## config.mk

```make
export PLATFORM = sky130hd
export DESIGN_NAME = padded_max_pooling
export DESIGN_NICKNAME = d
export VERILOG_FILES = /design/src/design/pmp_pkg.sv /design/src/design/pmp_queue.sv /design/src/design/pmp_front.sv /design/src/design/pmp_back.sv /design/src/design/padded_max_pooling.sv
export SDC_FILE = /design/constraint.sdc
export NUM_CORES = 2
export LEC_CHECK = 0
export BUFFER_PORTS_ARGS = -buffer_cell sky130_fd_sc_hd__buf_2
export CORE_MARGIN = 5
export CORE_UTILIZATION = 57
export DETAILED_ROUTE_END_ITERATION = 8
export GPL_TIMING_DRIVEN = 0
export PLACE_DENSITY_LB_ADDON = 0.1
export SETUP_SLACK_MARGIN = 0.2
export SYNTH_ARGS = -nofsm -noshare
export SYNTH_HDL_FRONTEND = slang
export SYNTH_MEMORY_MAX_BITS = 65536
export SYNTH_SLANG_ARGS = --single-unit
```

## constraint.sdc

```tcl
create_clock -name clk_i -period 6.15 [get_ports clk_i]
set_clock_uncertainty 0.15 [all_clocks]
set_input_delay 0.615 -clock clk_i [delete_from_list [all_inputs] [get_ports clk_i]]
set_output_delay 0.615 -clock clk_i [all_outputs]
set_load 0.005 [all_outputs]
```

## src/design/pmp_pkg.sv

```systemverilog
// Shared types, constants and window helper functions for the padded max pooling block.
package pmp_pkg;

  localparam int unsigned MAX_COLS_DEF = 64;
  localparam int unsigned MAX_POOL_DEF = 4;
  localparam int unsigned QDEPTH       = 4;
  localparam int unsigned PIX_W        = 16;

  typedef enum logic [2:0] {
    REG_IN_ROWS   = 3'd0,
    REG_IN_COLS   = 3'd1,
    REG_OUT_SIZE  = 3'd2,
    REG_POOL_SIZE = 3'd3,
    REG_PAD       = 3'd4,
    REG_STRIDE    = 3'd5
  } reg_idx_e;

  typedef enum logic [2:0] {
    ST_IDLE,
    ST_WRITE,
    ST_SKIP,
    ST_CHECK,
    ST_READ,
    ST_DRAIN,
    ST_EMIT
  } back_state_e;

  // Effective settings after zero and saturation handling.
  typedef struct packed {
    logic [6:0] rows;
    logic [6:0] cols;
    logic [6:0] osz;
    logic [3:0] pool;
    logic [1:0] pad;
    logic [2:0] stride;
  } cfg_t;

  typedef struct packed {
    logic signed [PIX_W-1:0] pixel;
    logic [5:0]              row;
    logic [6:0]              col;
    logic                    first;
    logic                    col0;
  } item_t;

  typedef logic signed [11:0] pos_t;

  function automatic pos_t to_pos(logic [6:0] v);
    return $signed({5'd0, v});
  endfunction

  function automatic pos_t win_end(pos_t s, logic [3:0] p);
    return s + $signed({8'd0, p}) - 12'sd1;
  endfunction

  // A window starting at s ends its real part at position cur of an axis of length n.
  function automatic logic fires(pos_t s, logic [6:0] idx, logic [6:0] lim,
                                 logic [6:0] n, logic [6:0] cur, logic [3:0] p);
    logic at_end;
    at_end = (cur == n - 7'd1);
    return (idx < lim) && (at_end ? (s <= to_pos(n) - 12'sd1)
                                  : (win_end(s, p) == to_pos(cur)));
  endfunction

  function automatic logic passed(pos_t s, logic [6:0] idx, logic [6:0] lim,
                                  logic [6:0] cur, logic [3:0] p);
    return (idx < lim) && (win_end(s, p) < to_pos(cur));
  endfunction

  function automatic logic padded(pos_t s, logic [6:0] n, logic [3:0] p);
    return (s < 12'sd0) || (win_end(s, p) > to_pos(n) - 12'sd1);
  endfunction

  // This is the last output index on this axis, or no later window on it overlaps the image.
  function automatic logic last_win(pos_t s, logic [6:0] idx, logic [6:0] lim,
                                    logic [6:0] n, logic [2:0] st);
    return (idx == lim - 7'd1) || (s + $signed({9'd0, st}) > to_pos(n) - 12'sd1);
  endfunction

endpackage

```

## src/design/pmp_queue.sv

```systemverilog
// Short word queue between the classifying front and the pooling back end.
module pmp_queue (
  input  logic          clk_i,
  input  logic          rst_ni,
  input  logic          push_i,
  input  pmp_pkg::item_t data_i,
  output logic          full_o,
  input  logic          pop_i,
  output pmp_pkg::item_t data_o,
  output logic          empty_o
);
  localparam int unsigned PTR_W = $clog2(pmp_pkg::QDEPTH);

  pmp_pkg::item_t    mem_q [pmp_pkg::QDEPTH];
  logic [PTR_W-1:0]  wptr_q, rptr_q;
  logic [PTR_W:0]    cnt_q;

  assign full_o  = (cnt_q == (PTR_W+1)'(pmp_pkg::QDEPTH));
  assign empty_o = (cnt_q == '0);
  assign data_o  = mem_q[rptr_q];

  always_ff @(posedge clk_i) begin
    if (push_i) begin
      mem_q[wptr_q] <= data_i;
    end
  end

  always_ff @(posedge clk_i or negedge rst_ni) begin
    if (!rst_ni) begin
      wptr_q <= '0;
      rptr_q <= '0;
      cnt_q  <= '0;
    end else begin
      if (push_i) begin
        wptr_q <= (wptr_q == PTR_W'(pmp_pkg::QDEPTH - 1)) ? '0 : wptr_q + 1'b1;
      end
      if (pop_i) begin
        rptr_q <= (rptr_q == PTR_W'(pmp_pkg::QDEPTH - 1)) ? '0 : rptr_q + 1'b1;
      end
      if (push_i && !pop_i) begin
        cnt_q <= cnt_q + 1'b1;
      end else if (pop_i && !push_i) begin
        cnt_q <= cnt_q - 1'b1;
      end
    end
  end
endmodule

```

## src/design/pmp_front.sv

```systemverilog
// Input front end: accepts pixels and tags each with its row and column in the plane.
module pmp_front (
  input  logic                           clk_i,
  input  logic                           rst_ni,
  input  pmp_pkg::cfg_t                  cfg_i,
  input  logic                           cfg_we_i,
  input  logic signed [pmp_pkg::PIX_W-1:0] pixel_i,
  input  logic                           in_valid_i,
  output logic                           in_ready_o,
  input  logic                           q_full_i,
  output logic                           push_o,
  output pmp_pkg::item_t                 item_o
);
  logic [5:0] row_q, row_d;
  logic [6:0] col_q, col_d;
  logic [5:0] r;
  logic [6:0] c;

  assign in_ready_o = !q_full_i;
  assign push_o     = in_valid_i && !q_full_i;

  always_comb begin
    r = ({1'b0, row_q} >= cfg_i.rows) ? '0 : row_q;
    c = (col_q >= cfg_i.cols) ? '0 : col_q;
    item_o.pixel = pixel_i;
    item_o.row   = r;
    item_o.col   = c;
    item_o.first = (r == '0) && (c == '0);
    item_o.col0  = (c == '0);
    row_d = row_q;
    col_d = col_q;
    if (cfg_we_i) begin
      row_d = '0;
      col_d = '0;
    end else if (push_o) begin
      if (c + 7'd1 >= cfg_i.cols) begin
        col_d = '0;
        row_d = ({1'b0, r} + 7'd1 >= cfg_i.rows) ? '0 : r + 6'd1;
      end else begin
        col_d = c + 7'd1;
        row_d = r;
      end
    end
  end

  always_ff @(posedge clk_i or negedge rst_ni) begin
    if (!rst_ni) begin
      row_q <= '0;
      col_q <= '0;
    end else begin
      row_q <= row_d;
      col_q <= col_d;
    end
  end
endmodule

```

## src/design/pmp_back.sv

```systemverilog
// Pooling back end: line store, window enumeration and serial window maximum.
module pmp_back #(
  parameter int unsigned MAX_COLS = pmp_pkg::MAX_COLS_DEF,
  parameter int unsigned MAX_POOL = pmp_pkg::MAX_POOL_DEF
) (
  input  logic                             clk_i,
  input  logic                             rst_ni,
  input  pmp_pkg::cfg_t                    cfg_i,
  input  logic                             q_empty_i,
  input  pmp_pkg::item_t                   q_data_i,
  output logic                             pop_o,
  output logic                             out_valid_o,
  input  logic                             out_ready_i,
  output logic signed [pmp_pkg::PIX_W-1:0] pooled_value_o,
  output logic [5:0]                       out_row_o,
  output logic [5:0]                       out_col_o,
  output logic                             end_of_run_o,
  output logic                             plane_done_o
);
  localparam int unsigned DEPTH = MAX_POOL * MAX_COLS;
  localparam int unsigned AW    = $clog2(DEPTH);
  localparam int unsigned SW    = $clog2(MAX_POOL);

  typedef logic signed [pmp_pkg::PIX_W-1:0] pix_t;

  pix_t mem [DEPTH];

  pmp_pkg::back_state_e state_q, state_d;
  pmp_pkg::item_t it_q, it_d;
  logic [SW-1:0]  slot_q, slot_d, ws_q, ws_d;
  logic [6:0]     j_q, j_d, k_q, k_d, jc_q, jc_d, kc_q, kc_d;
  pmp_pkg::pos_t  rs_q, rs_d, cs_q, cs_d, rsc_q, rsc_d, csc_q, csc_d, stp, dneg;
  logic [6:0]     wy_q, wy_d, wx_q, wx_d, y0_q, y0_d, x0_q, x0_d, r7;
  logic           pad_q, pad_d, rdv_q, rd_en, wr_en, load;
  pix_t           acc_q, acc_d, rdata_q, best;
  logic [AW-1:0]  raddr, waddr;
  logic           row_ok, col_ok, col_nx, row_nx;
  logic           ov_q;
  pix_t           ov_val_q;
  logic [5:0]     ov_row_q, ov_col_q;
  logic           ov_eor_q, ov_pd_q;

  assign r7    = {1'b0, it_q.row};
  assign stp   = $signed({9'd0, cfg_i.stride});
  assign dneg  = -$signed({10'd0, cfg_i.pad});
  assign raddr = AW'(ws_q) * AW'(MAX_COLS) + AW'(wx_q);
  assign waddr = AW'(slot_q) * AW'(MAX_COLS) + AW'(it_q.col);

  always_comb begin
    row_ok = pmp_pkg::fires(rsc_q, jc_q, cfg_i.osz, cfg_i.rows, r7, cfg_i.pool);
    col_ok = pmp_pkg::fires(csc_q, kc_q, cfg_i.osz, cfg_i.cols, it_q.col, cfg_i.pool);
    col_nx = pmp_pkg::fires(csc_q + stp, kc_q + 7'd1, cfg_i.osz, cfg_i.cols,
                            it_q.col, cfg_i.pool);
    row_nx = pmp_pkg::fires(rsc_q + stp, jc_q + 7'd1, cfg_i.osz, cfg_i.rows,
                            r7, cfg_i.pool);
    best   = (rdata_q > acc_q) ? rdata_q : acc_q;
    if (pad_q && best < 0) begin
      best = '0;
    end
  end

  always_comb begin
    state_d = state_q;
    it_d    = it_q;
    slot_d  = slot_q;
    j_d = j_q;   rs_d = rs_q;   k_d = k_q;   cs_d = cs_q;
    jc_d = jc_q; rsc_d = rsc_q; kc_d = kc_q; csc_d = csc_q;
    wy_d = wy_q; wx_d = wx_q;   ws_d = ws_q;
    y0_d = y0_q; x0_d = x0_q;   pad_d = pad_q;
    acc_d = (rdv_q && rdata_q > acc_q) ? rdata_q : acc_q;
    pop_o = 1'b0;
    rd_en = 1'b0;
    wr_en = 1'b0;
    load  = 1'b0;
    case (state_q)
      pmp_pkg::ST_IDLE: begin
        if (!q_empty_i) begin
          pop_o = 1'b1;
          it_d  = q_data_i;
          if (q_data_i.first) begin
            slot_d = '0;
          end else if (q_data_i.col0) begin
            slot_d = (slot_q == SW'(MAX_POOL - 1)) ? '0 : slot_q + 1'b1;
          end
          state_d = pmp_pkg::ST_WRITE;
        end
      end
      pmp_pkg::ST_WRITE: begin
        wr_en = 1'b1;
        if (it_q.first) begin
          j_d  = '0;
          rs_d = dneg;
        end
        if (it_q.col0) begin
          k_d  = '0;
          cs_d = dneg;
        end
        state_d = pmp_pkg::ST_SKIP;
      end
      pmp_pkg::ST_SKIP: begin
        // Windows that ended before this position never fire again.
        if (pmp_pkg::passed(rs_q, j_q, cfg_i.osz, r7, cfg_i.pool)) begin
          j_d  = j_q + 7'd1;
          rs_d = rs_q + stp;
        end else if (pmp_pkg::passed(cs_q, k_q, cfg_i.osz, it_q.col, cfg_i.pool)) begin
          k_d  = k_q + 7'd1;
          cs_d = cs_q + stp;
        end else begin
          jc_d = j_q; rsc_d = rs_q; kc_d = k_q; csc_d = cs_q;
          state_d = pmp_pkg::ST_CHECK;
        end
      end
      pmp_pkg::ST_CHECK: begin
        if (row_ok && col_ok) begin
          wy_d  = r7;
          wx_d  = it_q.col;
          ws_d  = slot_q;
          y0_d  = (rsc_q < 0) ? '0 : rsc_q[6:0];
          x0_d  = (csc_q < 0) ? '0 : csc_q[6:0];
          pad_d = pmp_pkg::padded(rsc_q, cfg_i.rows, cfg_i.pool) ||
                  pmp_pkg::padded(csc_q, cfg_i.cols, cfg_i.pool);
          acc_d = pix_t'(-32768);
          state_d = pmp_pkg::ST_READ;
        end else begin
          state_d = pmp_pkg::ST_IDLE;
        end
      end
      pmp_pkg::ST_READ: begin
        rd_en = 1'b1;
        if (wx_q == x0_q) begin
          wx_d = it_q.col;
          wy_d = wy_q - 7'd1;
          ws_d = (ws_q == '0) ? SW'(MAX_POOL - 1) : ws_q - 1'b1;
          if (wy_q == y0_q) begin
            state_d = pmp_pkg::ST_DRAIN;
          end
        end else begin
          wx_d = wx_q - 7'd1;
        end
      end
      pmp_pkg::ST_DRAIN: begin
        acc_d   = best;
        state_d = pmp_pkg::ST_EMIT;
      end
      pmp_pkg::ST_EMIT: begin
        if (!ov_q || out_ready_i) begin
          load = 1'b1;
          if (col_nx) begin
            kc_d  = kc_q + 7'd1;
            csc_d = csc_q + stp;
            state_d = pmp_pkg::ST_CHECK;
          end else if (row_nx) begin
            jc_d  = jc_q + 7'd1;
            rsc_d = rsc_q + stp;
            kc_d  = k_q;
            csc_d = cs_q;
            state_d = pmp_pkg::ST_CHECK;
          end else begin
            state_d = pmp_pkg::ST_IDLE;
          end
        end
      end
      default: state_d = pmp_pkg::ST_IDLE;
    endcase
  end

  always_ff @(posedge clk_i) begin
    if (wr_en) begin
      mem[waddr] <= it_q.pixel;
    end
    if (rd_en) begin
      rdata_q <= mem[raddr];
    end
  end

  always_ff @(posedge clk_i) begin
    it_q <= it_d;
    j_q <= j_d;   rs_q <= rs_d;   k_q <= k_d;   cs_q <= cs_d;
    jc_q <= jc_d; rsc_q <= rsc_d; kc_q <= kc_d; csc_q <= csc_d;
    wy_q <= wy_d; wx_q <= wx_d;   ws_q <= ws_d;
    y0_q <= y0_d; x0_q <= x0_d;   pad_q <= pad_d;
    acc_q <= acc_d;
    if (load) begin
      ov_val_q <= acc_q;
      ov_row_q <= jc_q[5:0];
      ov_col_q <= kc_q[5:0];
      ov_eor_q <= !col_nx && !row_nx;
      ov_pd_q  <= pmp_pkg::last_win(rsc_q, jc_q, cfg_i.osz, cfg_i.rows, cfg_i.stride) &&
                  pmp_pkg::last_win(csc_q, kc_q, cfg_i.osz, cfg_i.cols, cfg_i.stride);
    end
  end

  always_ff @(posedge clk_i or negedge rst_ni) begin
    if (!rst_ni) begin
      state_q <= pmp_pkg::ST_IDLE;
      slot_q  <= '0;
      rdv_q   <= 1'b0;
      ov_q    <= 1'b0;
    end else begin
      state_q <= state_d;
      slot_q  <= slot_d;
      rdv_q   <= rd_en;
      if (load) begin
        ov_q <= 1'b1;
      end else if (out_ready_i) begin
        ov_q <= 1'b0;
      end
    end
  end

  assign out_valid_o    = ov_q;
  assign pooled_value_o = ov_val_q;
  assign out_row_o      = ov_row_q;
  assign out_col_o      = ov_col_q;
  assign end_of_run_o   = ov_eor_q;
  assign plane_done_o   = ov_pd_q;
endmodule

```

## src/design/padded_max_pooling.sv

```systemverilog
// Top level of the padded max pooling block: settings registers and front/queue/back wiring.
// A pixel that closes no window passes the back end states IDLE, WRITE, SKIP and CHECK, with
// SKIP repeated for each window index that it steps past; an emitted window then reads its h*w
// real pixels, h and w its real rows and columns, since the line store has one read port and
// the maximum is taken one pixel per cycle, before DRAIN and EMIT. Reset restores the default
// settings and clears the plane position and all valid flags; the line store is not reset.
module padded_max_pooling #(
  parameter int unsigned MAX_COLS = pmp_pkg::MAX_COLS_DEF,
  parameter int unsigned MAX_POOL = pmp_pkg::MAX_POOL_DEF
) (
  input  logic                             clk_i,
  input  logic                             rst_ni,
  input  logic                             cfg_we_i,
  input  logic [2:0]                       cfg_idx_i,
  input  logic [6:0]                       cfg_data_i,
  input  logic signed [pmp_pkg::PIX_W-1:0] pixel_i,
  input  logic                             in_valid_i,
  output logic                             in_ready_o,
  output logic signed [pmp_pkg::PIX_W-1:0] pooled_value_o,
  output logic [5:0]                       out_row_o,
  output logic [5:0]                       out_col_o,
  output logic                             end_of_run_o,
  output logic                             plane_done_o,
  output logic                             out_valid_o,
  input  logic                             out_ready_i
);
  localparam logic [6:0] COL_LIM = (MAX_COLS > 127) ? 7'd127 : 7'(MAX_COLS);
  localparam logic [3:0] POOL_LIM = 4'(MAX_POOL);

  logic [6:0] in_rows_q, in_cols_q, out_size_q;
  logic [2:0] pool_size_q, stride_q;
  logic [1:0] pad_q;
  pmp_pkg::cfg_t  cfg;
  pmp_pkg::item_t push_item, pop_item;
  logic push, pop, q_full, q_empty;

  always_ff @(posedge clk_i or negedge rst_ni) begin
    if (!rst_ni) begin
      in_rows_q   <= 7'd8;
      in_cols_q   <= 7'd8;
      out_size_q  <= 7'd4;
      pool_size_q <= 3'd2;
      pad_q       <= 2'd0;
      stride_q    <= 3'd2;
    end else if (cfg_we_i) begin
      case (cfg_idx_i)
        pmp_pkg::REG_IN_ROWS:   in_rows_q   <= cfg_data_i;
        pmp_pkg::REG_IN_COLS:   in_cols_q   <= cfg_data_i;
        pmp_pkg::REG_OUT_SIZE:  out_size_q  <= cfg_data_i;
        pmp_pkg::REG_POOL_SIZE: pool_size_q <= cfg_data_i[2:0];
        pmp_pkg::REG_PAD:       pad_q       <= cfg_data_i[1:0];
        pmp_pkg::REG_STRIDE:    stride_q    <= cfg_data_i[2:0];
        default: ;
      endcase
    end
  end

  always_comb begin
    cfg.rows   = (in_rows_q == '0) ? 7'd1 : (in_rows_q > 7'd64 ? 7'd64 : in_rows_q);
    cfg.cols   = (in_cols_q == '0) ? 7'd1 : (in_cols_q > COL_LIM ? COL_LIM : in_cols_q);
    cfg.osz    = (out_size_q == '0) ? 7'd1 : (out_size_q > 7'd64 ? 7'd64 : out_size_q);
    cfg.pool   = (pool_size_q == '0) ? 4'd1 :
                 ({1'b0, pool_size_q} > POOL_LIM ? POOL_LIM : {1'b0, pool_size_q});
    cfg.pad    = pad_q;
    cfg.stride = (stride_q == '0) ? 3'd1 : stride_q;
  end

  pmp_front u_front (
    .clk_i, .rst_ni,
    .cfg_i      (cfg),
    .cfg_we_i,
    .pixel_i,
    .in_valid_i,
    .in_ready_o,
    .q_full_i   (q_full),
    .push_o     (push),
    .item_o     (push_item)
  );

  pmp_queue u_queue (
    .clk_i, .rst_ni,
    .push_i  (push),
    .data_i  (push_item),
    .full_o  (q_full),
    .pop_i   (pop),
    .data_o  (pop_item),
    .empty_o (q_empty)
  );

  pmp_back #(.MAX_COLS(MAX_COLS), .MAX_POOL(MAX_POOL)) u_back (
    .clk_i, .rst_ni,
    .cfg_i       (cfg),
    .q_empty_i   (q_empty),
    .q_data_i    (pop_item),
    .pop_o       (pop),
    .out_valid_o,
    .out_ready_i,
    .pooled_value_o,
    .out_row_o,
    .out_col_o,
    .end_of_run_o,
    .plane_done_o
  );

  // The final window of a plane is always the last word for its pixel.
  a_done_ends_run: assert property (@(posedge clk_i) disable iff (!rst_ni)
    out_valid_o && plane_done_o |-> end_of_run_o)
    else $error("plane_done without end_of_run");

  a_row_range: assert property (@(posedge clk_i) disable iff (!rst_ni)
    out_valid_o |-> {1'b0, out_row_o} < cfg.osz)
    else $error("output row beyond output size");

  a_col_range: assert property (@(posedge clk_i) disable iff (!rst_ni)
    out_valid_o |-> {1'b0, out_col_o} < cfg.osz)
    else $error("output column beyond output size");

  a_no_pop_empty: assert property (@(posedge clk_i) disable iff (!rst_ni)
    pop |-> !q_empty)
    else $error("queue popped while empty");
endmodule
```

### Word-level counts from Yosys, hierarchy flattened

Memories as Yosys holds them, arrays and structs flattened. A register that Yosys moved wholly into a read port is not among the register bits.
Cells that the tools add are included.

| operators by class | value |
|---|---|
| equal/unequal tests | 39 |
| reduce and logical (&&, ||, !) cells | 61 |
| $lt $le $gt $ge | 30 |
| add/sub/neg operators | 39 |
| mux-type cells | 104 |
| bitwise logic cells | 1 |

Operators with widths:

| kind | count |
|---|---|
| $mux 7 | 29 |
| $mux 12 | 15 |
| $add 12x4->12 | 10 |
| $pmux 12 s2 | 4 |
| $pmux 7 s2 | 6 |
| $sub 12x2->12 const B | 6 |
| $mux 16 | 4 |
| $gt 12x8->1 | 4 |
| $le 12x8->1 | 4 |
| $lt 12x1->1 const B | 4 |
| $lt 7x7->1 | 6 |
| $mux 3 | 13 |
| $add 7x1->7 const B | 5 |
| $eq 7x7->1 | 5 |
| $sub 7x1->7 const B | 5 |
| $pmux 16 s2 | 1 |
| $mux 6 | 5 |
| $logic_not 7->1 | 4 |
| $eq 12x7->1 | 2 |
| $eq 12x8->1 | 2 |
| $ge 7x7->1 | 3 |
| $gt 7x7->1 const B | 3 |
| $pmux 3 s7 | 1 |
| $eq 3x3->1 const B | 6 |
| 38 further kinds | 127 |

| word-level totals | value |
|---|---|
| input bits | 31 |
| logic and storage cells | 316 |
| register bits after elaboration | 240 |
| output and inout bits | 32 |
| RAM bits | 4220 |
| memories | 2 |

Memories:

| name | words | bits a word | read ports | clocked after Yosys merged registers in | wr ports | RTL line | source |
|---|---|---|---|---|---|---|---|
| u_back.mem | 256 | 16 | 1 | 1 | 1 | pmp_back.sv:26 | `pix_t mem [DEPTH];` |
| u_queue.mem_q | 4 | 31 | 1 | 0 | 1 | pmp_queue.sv:14 | `pmp_pkg::item_t mem_q [pmp_pkg::QDEPTH];` |

### Logic depth before layout (Yosys ltp)

| logic depth | value |
|---|---|
| depth after elaboration | 12 |
| mapped depth | 27 |
| mapped depth without buffers | 25 |

### Cells and area by module

From an unflattened synthesis, not the netlist that was laid out.

| second synthesis, totals | value |
|---|---|
| cells, all modules | 8466 |
| area total of the unflattened synthesis | 181693.0 um2 |

Modules (own cells, without submodules):

| module | sequential area each (um2) | cells an instance | times used | area an instance (um2) |
|---|---|---|---|---|
| pmp_back | 129168.9 | 7960 | 1 | 173630.3 |
| pmp_queue | 3898.7 | 199 | 1 | 4931.0 |
| pmp_front | 325.3 | 206 | 1 | 1765.4 |
| padded_max_pooling | 732.0 | 101 | 1 | 1366.3 |

### Least setup slack after synthesis

Ideal clock, no wire load.

| timing | value |
|---|---|
| kind | reg-to-reg |
| start point | register stride_q[2] |
| end point | register u_back.jc_q[0], enable pin |
| path slack | 184 ps |
| path buffers | 0 |
| clock period less this slack | 5966 ps |
| required time | 5593 ps |
| arrival | 5409 ps |
| cell stages (with the launch flop) | 18 |
| setup time | 407 ps |
| path through | dfrtp_1 o21bai_1 ha_1 inv_1 fa_1 xnor2_1 or2_2 ha_1 nor2b_1 or2_2 maj3_1 o2111a_1 nor3_1 o41ai_1 nor4b_2 a41o_1 or3b_1 a31oi_1 |

| between the ends | value |
|---|---|
| longest elaborated chain between the ends | 10 |
| elaborated cells between the ends (all ways) | 19 |
| classes of those cells | add/sub: 6; order compare: 2; eq/ne: 4; mux: 3; reduce/logical: 4 |

Ends and longest elaborated chain:

| item | RTL line | source |
|---|---|---|
| start: declaration | padded_max_pooling.sv:31 | `logic [2:0] pool_size_q, stride_q;` |
| start signal: assignment | padded_max_pooling.sv:52 | `pmp_pkg::REG_STRIDE: stride_q <= cfg_data_i[2:0];` |
| $logic_not 3->1 | padded_max_pooling.sv:65 | `cfg.stride = (stride_q == '0) ? 3'd1 : stride_q;` |
| $mux 3 * | padded_max_pooling.sv:65 |  |
| $add 12x4->12, on equally long branches | pmp_back.sv:52, pmp_back.sv:54 |  |
| $add 12x4->12 | pmp_pkg.sv:53 | `return s + $signed({8'd0, p}) - 12'sd1;` |
| $sub 12x2->12 | pmp_pkg.sv:53 |  |
| $eq 12x8->1 / $eq 12x7->1 (equally long branches) | pmp_pkg.sv:62 | `: (win_end(s, p) == to_pos(cur)));` |
| $mux 1 | pmp_pkg.sv:61 | `return (idx < lim) && (at_end ? (s <= to_pos(n) - 12'sd1)` |
| $logic_and 1x1->1 | pmp_pkg.sv:61 |  |
| $ne 2x2->1 (no line) / $ne 2x1->1 (equally long branches) | n/a |  |
| $reduce_and 6->1 (no line) * | n/a |  |
| end signal: assignment | pmp_back.sv:179 | `jc_q <= jc_d; rsc_q <= rsc_d; kc_q <= kc_d; csc_q <= csc_d;` |
| end: declaration | pmp_back.sv:31 | `logic [6:0] j_q, j_d, k_q, k_d, jc_q, jc_d, kc_q, kc_d;` |

Mark *: on every way between the ends. The rest lies on a longest branch, timed or not.
A chain may end at the register's enable or synchronous reset.

### Final worst setup path

| timing | value |
|---|---|
| start point | register u_back.wx_q[1] |
| end point | register u_back.rdata_q[12] (read register of u_back.mem) (data pin) |

| between the ends | value |
|---|---|
| longest elaborated chain between the ends | 1 |

Ends and longest elaborated chain:

| item | RTL line | source |
|---|---|---|
| start: declaration | pmp_back.sv:33 | `logic [6:0] wy_q, wy_d, wx_q, wx_d, y0_q, y0_d, x0_q, x0_d, r7;` |
| start signal: assignment | pmp_back.sv:180 | `wy_q <= wy_d; wx_q <= wx_d; ws_q <= ws_d;` |
| $add 8x7->8 | pmp_back.sv:46 | `assign raddr = AW'(ws_q) * AW'(MAX_COLS) + AW'(wx_q);` |
| end: declaration | pmp_back.sv:35 | `pix_t acc_q, acc_d, rdata_q, best;` |

No other way between the ends.

==> metrics.md <==
| Metric | Value |
|---|---|
| GRT Total Usage | `0.391` |
| Detailed Route Iter0 Violations | `19600` |
| Pwr/cell area | `around 400 nW/um2` |
| Antenna viol nets, final | `0` |
| Syn_area_per_cell | `around 21 um2` |
| Area Growth Syn to Fin | `16.2%` |
| Slack of the critical path | `-124 ps` |
| Placed wire-length estimate | `roughly 450000 um` |
| Register area share after synthesis | `0.740` |
| Lkg Pwr | `0.0680 uW` |
| Worst Tran Pin Value | `1650 ps` |
| RSZ-0062 raised after global routing | `yes` |
| Clock insertion delay at the later pin of the skew report | `1030 ps` |
| Crit share post-route | `1.02` |
| Run status | `finished with violations` |
| Clock Path Buffers | `4` |
| CTS Buf Count | `about 440` |
| Core area | `317000 um2` |
| Worst Path Required | `approximately 6600 ps` |
| CTS Sinks | `about 4500` |
| Most frequent cell after synthesis | `edfxtp_1` |
| Worst setup SP type | `flip-flop` |
| Via count | `102000` |
| Vias in the first global route | `roughly 95000` |
| Yosys cell types | `around 100` |
| Ports | `between 60 and 70` |
| Ys Warns | `0` |
| FP Rows | `207` |
| Number of synthesized flops with an enable pin | `around 4400` |
| Global-route wire length before repair | `~860000 um` |
| Critical Path Fanout Max | `10` |
| Critical Path Slowest Stage Cell | `clkbuf_2` |
| Critical path cell sequence | `buf_2 -> clkdlybuf4s15_2 -> clkbuf_2 -> clkbuf_2 -> mux4_2 -> mux4_2 -> mux2i_4 -> a31oi_1 -> o21ai_0 -> o21ai_0` |
| Worst path bufs/invs | `4` |
| Root Buffer Master | `clkbuf_16` |
| VDD IR max | `0.299 mV` |
| Tightest Hold Check Type | `input port to asynchronous set/reset pin` |
| CTS tree | `yes` |
| CP peak stage delay | `920 ps` |
| Failing checks | `capacitance limit, slew limit, setup timing` |
| Total grt overflow | `0` |
| Pins Over Slew Limit | `38` |
| Top post-synthesis cells by area | `edfxtp_1 (73%), mux4_2 (16%), ha_1 (1.9%)` |
| Commonest register cell after synthesis | `edfxtp_1` |
| CTS clk-pin slew, worst paths | `approximately 60 ps` |
| Die ar. | `329000 um2` |
| Share of cells above drive strength 1 | `0.308` |
| Synth area leader | `edfxtp_1` |
| Synth Instances | `8486` |
| WL/cell | `46.6 um` |
| Setup Slack @ Placement | `-930 ps` |
| DR DRC count | `0` |
| First-pass detailed-route iteration total | `9` |
| Vias per inst | `7.29` |
| Asr flop ratio synth | `0.0125` |
| Die height | `574 um` |
| Final Setup Violations | `2` |
| Setup CP Type | `flip-flop to flip-flop` |
| Pin count of the biggest net entering global routing | `41` |
| H-Tree Depth | `5` |
| Post-route cell area | `211000 um2` |
| Initial antenna violation count | `54` |
| Final Hold Fails | `0` |
| Max Cap Violations | `6` |
| Period minus WS final | `~6300 ps` |
| Fin nets | `9666` |
| Share of the synthesized area in the top cell type | `0.732` |
| Rel. slew slack | `-0.101` |
| Port-buffer cells | `62` |
| CP Capture Type | `flip-flop` |
| Die Width | `about 570 um` |
| Initial core utilization | `0.571` |
| Post-synthesis cell area | `181000 um2` |
| DRT Wirelength | `648000 um` |
| Final RePlAce weighted congestion | `1.02` |
| Fmax | `159 MHz` |
| Arr. time, crit path | `just under 7000 ps` |
| #FFs+latches synth | `between 4000 and 5000` |
| Placed Area | `between 150000 and 200000 um2` |
| Top delay family on crit path | `buffers and inverters` |
| Commonest cells post-synth | `edfxtp_1 (4419), mux4_2 (1306), nor2_1 (409)` |
## placed cells by master (no fill, tap or decap), types with 121 or more instances in the layout
cell	n
edfxtp_1	4419
mux4_2	1306
clkbuf_16	452
ha_1	269
clkbuf_1	189
buf_2	188
nor2_4	182
inv_1	176
buf_16	171
nand2_1	161
nor2_1	148
xnor2_1	121
## registers in the layout, summed over array words and instances, names as in the netlist, 12 cells and up
name,cells
u_back.acc_q,16
u_back.rdata_q,16
u_back.mem,4096
u_back.cs_q,12
u_back.rsc_q,12
u_back.csc_q,12
u_queue.mem_q,124
u_back.it_q,31
u_back.pooled_value_o,16
u_back.rs_q,12
## report_power, final
part | total, uW | internal (uW) | switching (uW) | leakage (uW)
clock network | 26700 | 15000 | 11800 | 0.00688
registers | 39500 | 38500 | 997 | 0.0405
logic | 17200 | 6400 | 10800 | 0.0207
total | 83400 | 59900 | 23600 | 0.0680
## cell type report
type                            count  area, um2
Tap cell                         4180       5230
Clock buffer                      539      11600
Buffer                            397       2040
Clock inverter                    264       2410
Timing Repair Buffer              420       7860
Antenna cell                       38       95.1
Fill cell                       20100     107000
Inverter                          185        702
Multi-Input combinational cell   3431      46500
Sequential cell                  4476     134000
## through the flow
stage | cells | total power, uW | TNS [ps] | utilization | hold slack, ps
2_1_floorplan | 8499 | 49400 | 0 | - | 169
5_1_grt | 13900 | 86000 | 0 | 0.664 | 68.9
6_report | 13900 | 83400 | -127 | 0.664 | 52.1
3_5_place_dp | 13000 | 56700 | -37910 | 0.616 | 333
4_1_cts | 13900 | 83000 | 0 | 0.663 | 13.1
3_3_place_gp | 12700 | 54900 | -5427900 | 0.589 | 320
## kinds of logic (layout without fill, tap and decap cells)
| group | count (synthesis) | count (layout) | synth area share |
|---|---|---|---|
| mux | 1469 | 1469 | 0.172 |
| compound gates | 554 | 554 | 0.0209 |
| simple gates | 912 | 912 | 0.0238 |
| buf+inv | 592 | 1805 | 0.0136 |
| xor+xnor | 192 | 192 | 0.00940 |
| other cells | 1 | 52 | 0.0000207 |
| fa+ha+maj | 290 | 290 | 0.0204 |
| flops | 4476 | 4476 | 0.740 |
## path summary, 6_finish.rpt
kind | start | to | slack [ps] | depth (start not counted)
hold reg to reg | u_back.acc_q[8] | u_back.pooled_value_o[8] | 340 | 0
hold / removal | rst_ni | pad_q[1] | 50 | 2
setup reg to reg | u_back.wx_q[1] | u_back.rdata_q[12] | -120 | 10
min in group clk_i | in_valid_i | u_queue.wptr_q[0] | 200 | 4
setup / recovery | u_back.wx_q[1] | u_back.rdata_q[12] | -120 | 10
max in group asynchronous | rst_ni | pool_size_q[1] | 5110 | 3
## what timing repair did
| action | 4_1_cts | 5_1_grt |
|---|---|---|
| pin swaps | 2 | 7 |
| hold endpoints to repair | 149 | 0 |
| setup buffers | 5 | 11 |
| hold buffers | 32 | 0 |
| resized for setup | 84 | 49 |
| endpoints found under the setup margin | 144 | 105 |
## metal layers
metal | part of all wire | track usage | routed length (um) | up-vias
li1 | - | - | - | 37300
met1 | 0.33 | 0.511 | 214000 | 53200
met2 | 0.43 | 0.555 | 278000 | 9131
met3 | 0.16 | 0.167 | 105000 | 1797
met4 | 0.077 | 0.227 | 49800 | 42
met5 | 0.0017 | 0.00832 | 1120 | -
Power figures use the tool's default switching activity.
